===== config.mk =====
export PLATFORM = sky130hd
export DESIGN_NAME = pfde_front_flat
export DESIGN_NICKNAME = d
export VERILOG_FILES = /design/src/hw/rtl/assert_macros.svh /design/src/hw/rtl/pfde_pkg.sv /design/src/hw/rtl/pfde_req_if.sv /design/src/hw/rtl/pfde_front.sv /design/src/flat_wrapper.sv
export SDC_FILE = /design/constraint.sdc
export NUM_CORES = 1
export LEC_CHECK = 0
export CELL_PAD_IN_SITES_DETAIL_PLACEMENT = 1
export CELL_PAD_IN_SITES_GLOBAL_PLACEMENT = 2
export CORE_AREA = 2 2 100 102
export CTS_CLUSTER_SIZE = 14
export DETAILED_ROUTE_END_ITERATION = 6
export DIE_AREA = 0 0 102 104
export DONT_BUFFER_PORTS = 1
export GPL_TIMING_DRIVEN = 1
export PLACE_DENSITY_LB_ADDON = 0.1
export SYNTH_ARGS = -nofsm -noshare
export SYNTH_HDL_FRONTEND = slang
export SYNTH_SLANG_ARGS = --single-unit

===== constraint.sdc =====
create_clock -name clk -period 7.4 [get_ports clk]
set_clock_uncertainty 0.05 [all_clocks]
set_input_delay 0.37 -clock clk [delete_from_list [all_inputs] [get_ports clk]]
set_output_delay 0.37 -clock clk [all_outputs]
set_load 0.005 [all_outputs]

===== src/hw/rtl/assert_macros.svh =====
// ----------------------------------------------------------------------------
// assert_macros.svh
// Concurrent assertion shorthands shared by the RTL.
// ----------------------------------------------------------------------------
`ifndef ASSERT_MACROS_SVH
`define ASSERT_MACROS_SVH

// implication in the same cycle, masked during reset
`define ASSERT_IMP(label, clk, rst_n, a, b) \
  label: assert property (@(posedge clk) disable iff (!rst_n) (a) |-> (b)) \
    else $error("assertion failed");

// implication into the next cycle, always checked
`define ASSERT_NXT(label, clk, a, b) \
  label: assert property (@(posedge clk) (a) |=> (b)) \
    else $error("assertion failed");

`endif


===== src/hw/rtl/pfde_pkg.sv =====
// ----------------------------------------------------------------------------
// pfde_pkg
// Types, codes and font table for the frame store draw engine.
// ----------------------------------------------------------------------------
`default_nettype none

package pfde_pkg;

  localparam int unsigned COLUMNS_DEF = 128;
  localparam int unsigned PAGES_DEF   = 8;

  localparam logic [2:0] CMD_CLEAR = 3'd0;
  localparam logic [2:0] CMD_PIXEL = 3'd1;
  localparam logic [2:0] CMD_CHAR  = 3'd2;
  localparam logic [2:0] CMD_HEART = 3'd3;
  localparam logic [2:0] CMD_READ  = 3'd4;

  localparam logic [2:0] OP_NOP   = 3'd0;
  localparam logic [2:0] OP_CLEAR = 3'd1;
  localparam logic [2:0] OP_PIXEL = 3'd2;
  localparam logic [2:0] OP_CHAR  = 3'd3;
  localparam logic [2:0] OP_HEART = 3'd4;
  localparam logic [2:0] OP_READ  = 3'd5;

  localparam logic [5:0] DIGIT_BASE = 6'd26;

  typedef struct packed {
    logic [2:0] op;
    logic [7:0] x;
    logic [6:0] y;
    logic [5:0] glyph;
    logic       digit;
    logic [6:0] size;
    logic [9:0] ridx;
  } pfde_cmd_t;

  typedef struct packed {
    logic      valid;
    pfde_cmd_t cmd;
  } pfde_head_t;

  // column c sits at bits [8c+7:8c]
  function automatic logic [39:0] glyph_bits(input logic [5:0] g);
    logic [39:0] v;
    case (g)
      6'd0:  v = 40'h7E1111117E;
      6'd1:  v = 40'h364949497F;
      6'd2:  v = 40'h224141413E;
      6'd3:  v = 40'h1C2241417F;
      6'd4:  v = 40'h414949497F;
      6'd5:  v = 40'h010909097F;
      6'd6:  v = 40'h7A4949413E;
      6'd7:  v = 40'h7F0808087F;
      6'd8:  v = 40'h00417F4100;
      6'd9:  v = 40'h013F414020;
      6'd10: v = 40'h412214087F;
      6'd11: v = 40'h404040407F;
      6'd12: v = 40'h7F020C027F;
      6'd13: v = 40'h7F1008047F;
      6'd14: v = 40'h3E4141413E;
      6'd15: v = 40'h060909097F;
      6'd16: v = 40'h5E2151413E;
      6'd17: v = 40'h462919097F;
      6'd18: v = 40'h3149494946;
      6'd19: v = 40'h01017F0101;
      6'd20: v = 40'h3F4040403F;
      6'd21: v = 40'h1F2040201F;
      6'd22: v = 40'h3F4038403F;
      6'd23: v = 40'h6314081463;
      6'd24: v = 40'h0708700807;
      6'd25: v = 40'h4345495161;
      6'd26: v = 40'h3E5149453E;
      6'd27: v = 40'h00017F2100;
      6'd28: v = 40'h3149454321;
      6'd29: v = 40'h4669514142;
      6'd30: v = 40'h047F24140C;
      6'd31: v = 40'h4E51515172;
      6'd32: v = 40'h064949291E;
      6'd33: v = 40'h6050484740;
      6'd34: v = 40'h3649494936;
      6'd35: v = 40'h3C4A494930;
      default: v = 40'h0;
    endcase
    return v;
  endfunction

  function automatic logic [7:0] bit_rev8(input logic [7:0] a);
    logic [7:0] v;
    for (int b = 0; b < 8; b++) v[b] = a[7-b];
    return v;
  endfunction

endpackage

`default_nettype wire


===== src/hw/rtl/pfde_req_if.sv =====
// ----------------------------------------------------------------------------
// pfde_req_if / pfde_rsp_if
// Request and response channels of the draw engine.
// ----------------------------------------------------------------------------
`default_nettype none

interface pfde_req_if;
  logic       valid;
  logic       ready;
  logic [2:0] command;
  logic [7:0] x_pos;
  logic [6:0] y_pos;
  logic [7:0] char_code;
  logic [6:0] heart_size;
  logic [9:0] read_index;
  modport source (output valid, command, x_pos, y_pos, char_code, heart_size,
                  read_index, input ready);
  modport sink (input valid, command, x_pos, y_pos, char_code, heart_size,
                read_index, output ready);
endinterface


`default_nettype wire


===== src/hw/rtl/pfde_front.sv =====
// ----------------------------------------------------------------------------
// pfde_front
// Accepts requests, decodes them into operations, queues two deep.
// ----------------------------------------------------------------------------
`default_nettype none

module pfde_front
  import pfde_pkg::*;
(
  input  wire logic   clk,
  input  wire logic   rst_n,
  input  wire logic   init_busy,
  pfde_req_if.sink    in_ch,
  input  wire logic   pop,
  output pfde_head_t  head
);

  pfde_cmd_t  q_r [2];
  logic       wr_ptr_r;
  logic       rd_ptr_r;
  logic [1:0] count_r;
  pfde_cmd_t  dec;
  logic       push;

  always_comb begin
    dec.x     = in_ch.x_pos;
    dec.y     = in_ch.y_pos;
    dec.size  = in_ch.heart_size;
    dec.ridx  = in_ch.read_index;
    dec.glyph = '0;
    dec.digit = 1'b0;
    dec.op    = OP_NOP;
    case (in_ch.command)
      CMD_CLEAR: dec.op = OP_CLEAR;
      CMD_PIXEL: dec.op = OP_PIXEL;
      CMD_CHAR: begin
        if (in_ch.char_code inside {[8'h41:8'h5A]}) begin
          dec.op    = OP_CHAR;
          dec.glyph = 6'(in_ch.char_code - 8'h41);
        end else if (in_ch.char_code inside {[8'h30:8'h39]}) begin
          dec.op    = OP_CHAR;
          dec.digit = 1'b1;
          dec.glyph = DIGIT_BASE + 6'(in_ch.char_code - 8'h30);
        end
      end
      CMD_HEART: begin
        if (in_ch.heart_size != 7'd0) dec.op = OP_HEART;
      end
      CMD_READ:  dec.op = OP_READ;
      default:   dec.op = OP_NOP;
    endcase
  end

  assign in_ch.ready = !init_busy && (count_r != 2'd2);
  assign push        = in_ch.valid && in_ch.ready;
  assign head.valid  = (count_r != 2'd0);
  assign head.cmd    = q_r[rd_ptr_r];

  always_ff @(posedge clk) begin
    if (push) q_r[wr_ptr_r] <= dec;
  end

  always_ff @(posedge clk) begin
    if (!rst_n) begin
      wr_ptr_r <= 1'b0;
      rd_ptr_r <= 1'b0;
      count_r  <= 2'd0;
    end else begin
      if (push) wr_ptr_r <= !wr_ptr_r;
      if (pop)  rd_ptr_r <= !rd_ptr_r;
      count_r <= count_r + 2'(push) - 2'(pop);
    end
  end

endmodule

`default_nettype wire


===== src/flat_wrapper.sv =====
// flat-port wrapper written by rule: the top's interface ports become plain ports
module pfde_front_flat import pfde_pkg::*;
  (clk, rst_n, init_busy, pop, head, in_ch_valid, in_ch_command, in_ch_x_pos, in_ch_y_pos, in_ch_char_code, in_ch_heart_size, in_ch_read_index, in_ch_ready);
  pfde_req_if in_ch_i ();
  input  wire logic clk;
  input  wire logic rst_n;
  input  wire logic init_busy;
  input  wire logic pop;
  output pfde_head_t head;
  input wire logic [$bits(in_ch_i.valid)-1:0] in_ch_valid;
  input wire logic [$bits(in_ch_i.command)-1:0] in_ch_command;
  input wire logic [$bits(in_ch_i.x_pos)-1:0] in_ch_x_pos;
  input wire logic [$bits(in_ch_i.y_pos)-1:0] in_ch_y_pos;
  input wire logic [$bits(in_ch_i.char_code)-1:0] in_ch_char_code;
  input wire logic [$bits(in_ch_i.heart_size)-1:0] in_ch_heart_size;
  input wire logic [$bits(in_ch_i.read_index)-1:0] in_ch_read_index;
  output wire logic [$bits(in_ch_i.ready)-1:0] in_ch_ready;
  assign in_ch_i.valid = in_ch_valid;
  assign in_ch_i.command = in_ch_command;
  assign in_ch_i.x_pos = in_ch_x_pos;
  assign in_ch_i.y_pos = in_ch_y_pos;
  assign in_ch_i.char_code = in_ch_char_code;
  assign in_ch_i.heart_size = in_ch_heart_size;
  assign in_ch_i.read_index = in_ch_read_index;
  assign in_ch_ready = in_ch_i.ready;
  pfde_front u_core (.clk(clk), .rst_n(rst_n), .init_busy(init_busy), .in_ch(in_ch_i), .pop(pop), .head(head));
endmodule

==> impl_results.md <==
- Total CTS buffers: 9
- Root buf cell: clkbuf_8
- Final-layout fill cell count: 967
- Status: complete, no violations
- Syn nets: approximately 280
- Arr. time, crit path: 2.20 ns
- # hold bufs at CTS: 0
- F_max: ~440 MHz
- Peak supply drop: roughly 110 µV
- Vias in the first global route: around 2,000
- Setup bufs post-CTS: 0
- RSZ-0062 raised after global routing: no
- Layout cells sized above 1: a little over a quarter
- Clk Latency, worst-skew pair: between 0.3 and 0.4 ns
- Worst hold slack: ~0.059 ns
- Post-Synth Simple-Gate Area: around 5.9%
- Vias after detailed routing: approximately 1,800
- Setup slack, reg-to-reg: between 5 and 6 ns
- DP Cell Count: around 340
- Die height: 104 µm
- Final setup violation count: 0
- Synthesis-stage register bit count: 89
- Worst path required time: around 7.3 ns
- Number of diodes: 0
- Vias per std cell: roughly 5
- Total track usage: a little over an eighth
- Final setup TNS: 0 ns
- Worst hold path depth: 0
- H-tree Lvls: 3
- Most common cell after layout, fill and taps aside: edfxtp_1
- Worst slew pin tran: 1.268 ns
- Starting Density: between 30% and 40%
- Post-Synth Adder-Cell Area: about 2.7%
- 1st-iter DRT viols: 60
- Pin count of the biggest net entering global routing: 43
- Leak: 1.267 nW
- Clock Power Share: a little under a third
- Most frequent cells in the layout: edfxtp_1, mux2_2, nor2_1
- Post-Syn Instances: about 220
- Average size of a mapped cell: ~17 µm²
- Wire per inst: 18.95 µm
- Net Sw Power: 221.7 µW
- Die area: around 11,000 µm²
- DRT Pass-1 Iters: 4
- Sequential cell area fraction in the yosys report: about 70%
- Synth area leaders: edfxtp_1, mux2_2, dfxtp_1, ha_1, nor2_1
- Max FO, Critical Path: 42
- Top cell type's share of synthesized area: about two thirds
- Sw Share: between 20 and 25%
- Max-slew violations: 0
- Core Rows: 36
- Share of power burned in registers: 60.0%
- Synth Cell Area: around 3700 µm²
- Distinct cell type count after synthesis: 36
- Initial antenna violation count: 0
- Ys async rst share: 0%
- Number of primary I/O pins: just over 90
- Final RePlAce weighted congestion: 0.7482
- Core Area: ~9500 µm²
- Post-Route Utilization: around two fifths
- Area Growth Syn to Fin: 8.144%
- Worst r2r path cells: 4
- Clk sinks: 89
- Clock period minus worst slack: between 2 and 2.5 ns
- Die Wd: between 100 and 150 µm
- Headroom to the max-slew limit: ~15%
- Startpoint types: flop
- Synth Area in XOR/XNOR: 1.425%
- # port buffers: 0
- FF-to-FF Start: u_core.count_r[0]
- Ys Warns: 0
- Yosys top cell by area: edfxtp_1
- Total of max-cap violations: 0
- TritonCTS clock tree: yes
- Worst Setup Path Type: reg2reg
- Worst-path clk slew: 0.08 ns
- Combinational power share: between 8 and 9%
- Multiplexer share of the synthesized area: a little over an eighth
- Final std cells w/o fill: 359
- Final wirelength: 6802 µm
- Hold Path End: u_core.q_r[1][31]
- Worst reg2reg endpoint: u_core.q_r[0][21]
- DP HPWL: between 4000 and 5000 µm
- Residual DRC count: 0
- Total gr overflow: 0
- Top_reg_cell synth: edfxtp_1
- Compound-Gate Fraction of Synth Area: under 10%
- Hold_sp: in_ch_x_pos[0]
- Gates resized, CTS repair: 0
- Int Pwr: around 800 µW
- First-pass GRT wire length: roughly 10,000 µm
- Final hold violations: 0
- Post-synth EDFFs: 84
- Largest family of logic cells by synthesized area: multiplexers
- Tcrit/Tclk final: around 30%
- Power after layout: about 1.0 mW
- Power Dens Cells: 252.3 nW/µm²
- Min-Delay Path Class: in2reg
- Final #Nets: ~280
- Setup crit end kind: flop
- Clock Tree Buf Depth: 2
- Post-DRT Antenna Nets: 0
[power by group through the flow]
stage	Clock [mW]	Combinational (mW)	Sequential, mW
2_1_floorplan	0	0.0816	0.604
3_3_place_gp	0	0.0875	0.613
3_5_place_dp	0	0.0923	0.617
4_1_cts	0.323	0.0932	0.605
5_1_grt	0.343	0.0991	0.608
6_report	0.312	0.0899	0.604
[metrics by stage]
stage                     setup slack [ns]  area (µm²)
after floorplan                      4.422        3687
after global placement               5.245        3807
after detailed placement             5.077        3807
after CTS                            5.070        3988
after global routing                 4.948        3988
final                                5.113        3988
[synth_stat cells (2+ instances only)]
library cell	count
mux2_2	42
buf_2	3
xor2_1	2
nand2b_1	3
xnor2_1	4
and2_1	5
a22oi_1	2
edfxtp_1	84
clkbuf_1	3
nand2_1	9
dfxtp_1	5
a21oi_1	5
o21ai_0	3
nor2_1	11
ha_1	8
nor4_1	2
buf_6	2
inv_1	7
nor2b_1	2
[registers in the layout, indices dropped and copies added (netlist names), named ones only]
register,count
u_core.rd_ptr_r,1
u_core.q_r,84
u_core.wr_ptr_r,1
u_core.count_r,2
[routing by layer]
metal / share of wire, % / GRT usage (%) / wire length [µm]
met1: 37 / 13.50 / 2499
met4: 1.4 / 5.905 / 94
met3: 10 / 7.460 / 694
met2: 52 / 22.18 / 3513
met5: 0 / 0 / 0
[worst max-delay path, cell delays in order (launching register included)]
cell	delay, ns
dfxtp_1	0.34
inv_1	0.06
a21oi_1	0.26
nand2_1	0.19
nor2_4	0.98
[final cells by class]
cell class	instances	area, µm²	area share (%)
clock inverters	3	41.29	1.035
well taps	133	166.4	4.173
inverters	7	26.28	0.6589
flip-flops and latches	89	2624	65.80
multi-input cells	114	991.0	24.85
clock buffers	13	138.9	3.483
[worst max path at each step]
| stage | to | startpoint | cells past startpoint |
|---|---|---|---|
| 6_report | u_core.q_r[0][21] | u_core.count_r[0] | 4 |
| 2_1_floorplan | u_core.q_r[0][0] | init_busy | 3 |
| 3_3_place_gp | u_core.q_r[0][1] | u_core.count_r[0] | 4 |
| 3_5_place_dp | u_core.q_r[0][1] | u_core.count_r[0] | 4 |
| 4_1_cts | u_core.q_r[0][10] | u_core.count_r[0] | 4 |
| 5_1_grt | u_core.q_r[0][26] | u_core.count_r[0] | 4 |
[cells by family (layout without fill, tap and decap cells)]
logic type | after synthesis | count (layout)
and+or+nand+nor | 40 | 40
buffers and inverters | 16 | 23
xor gates and xnor gates | 6 | 6
AOI/OAI and AO/OA | 17 | 17
adders and majority gates | 8 | 8
muxes | 43 | 43
DFF | 89 | 89
Note: power is estimated with default switching activity, not from simulation.
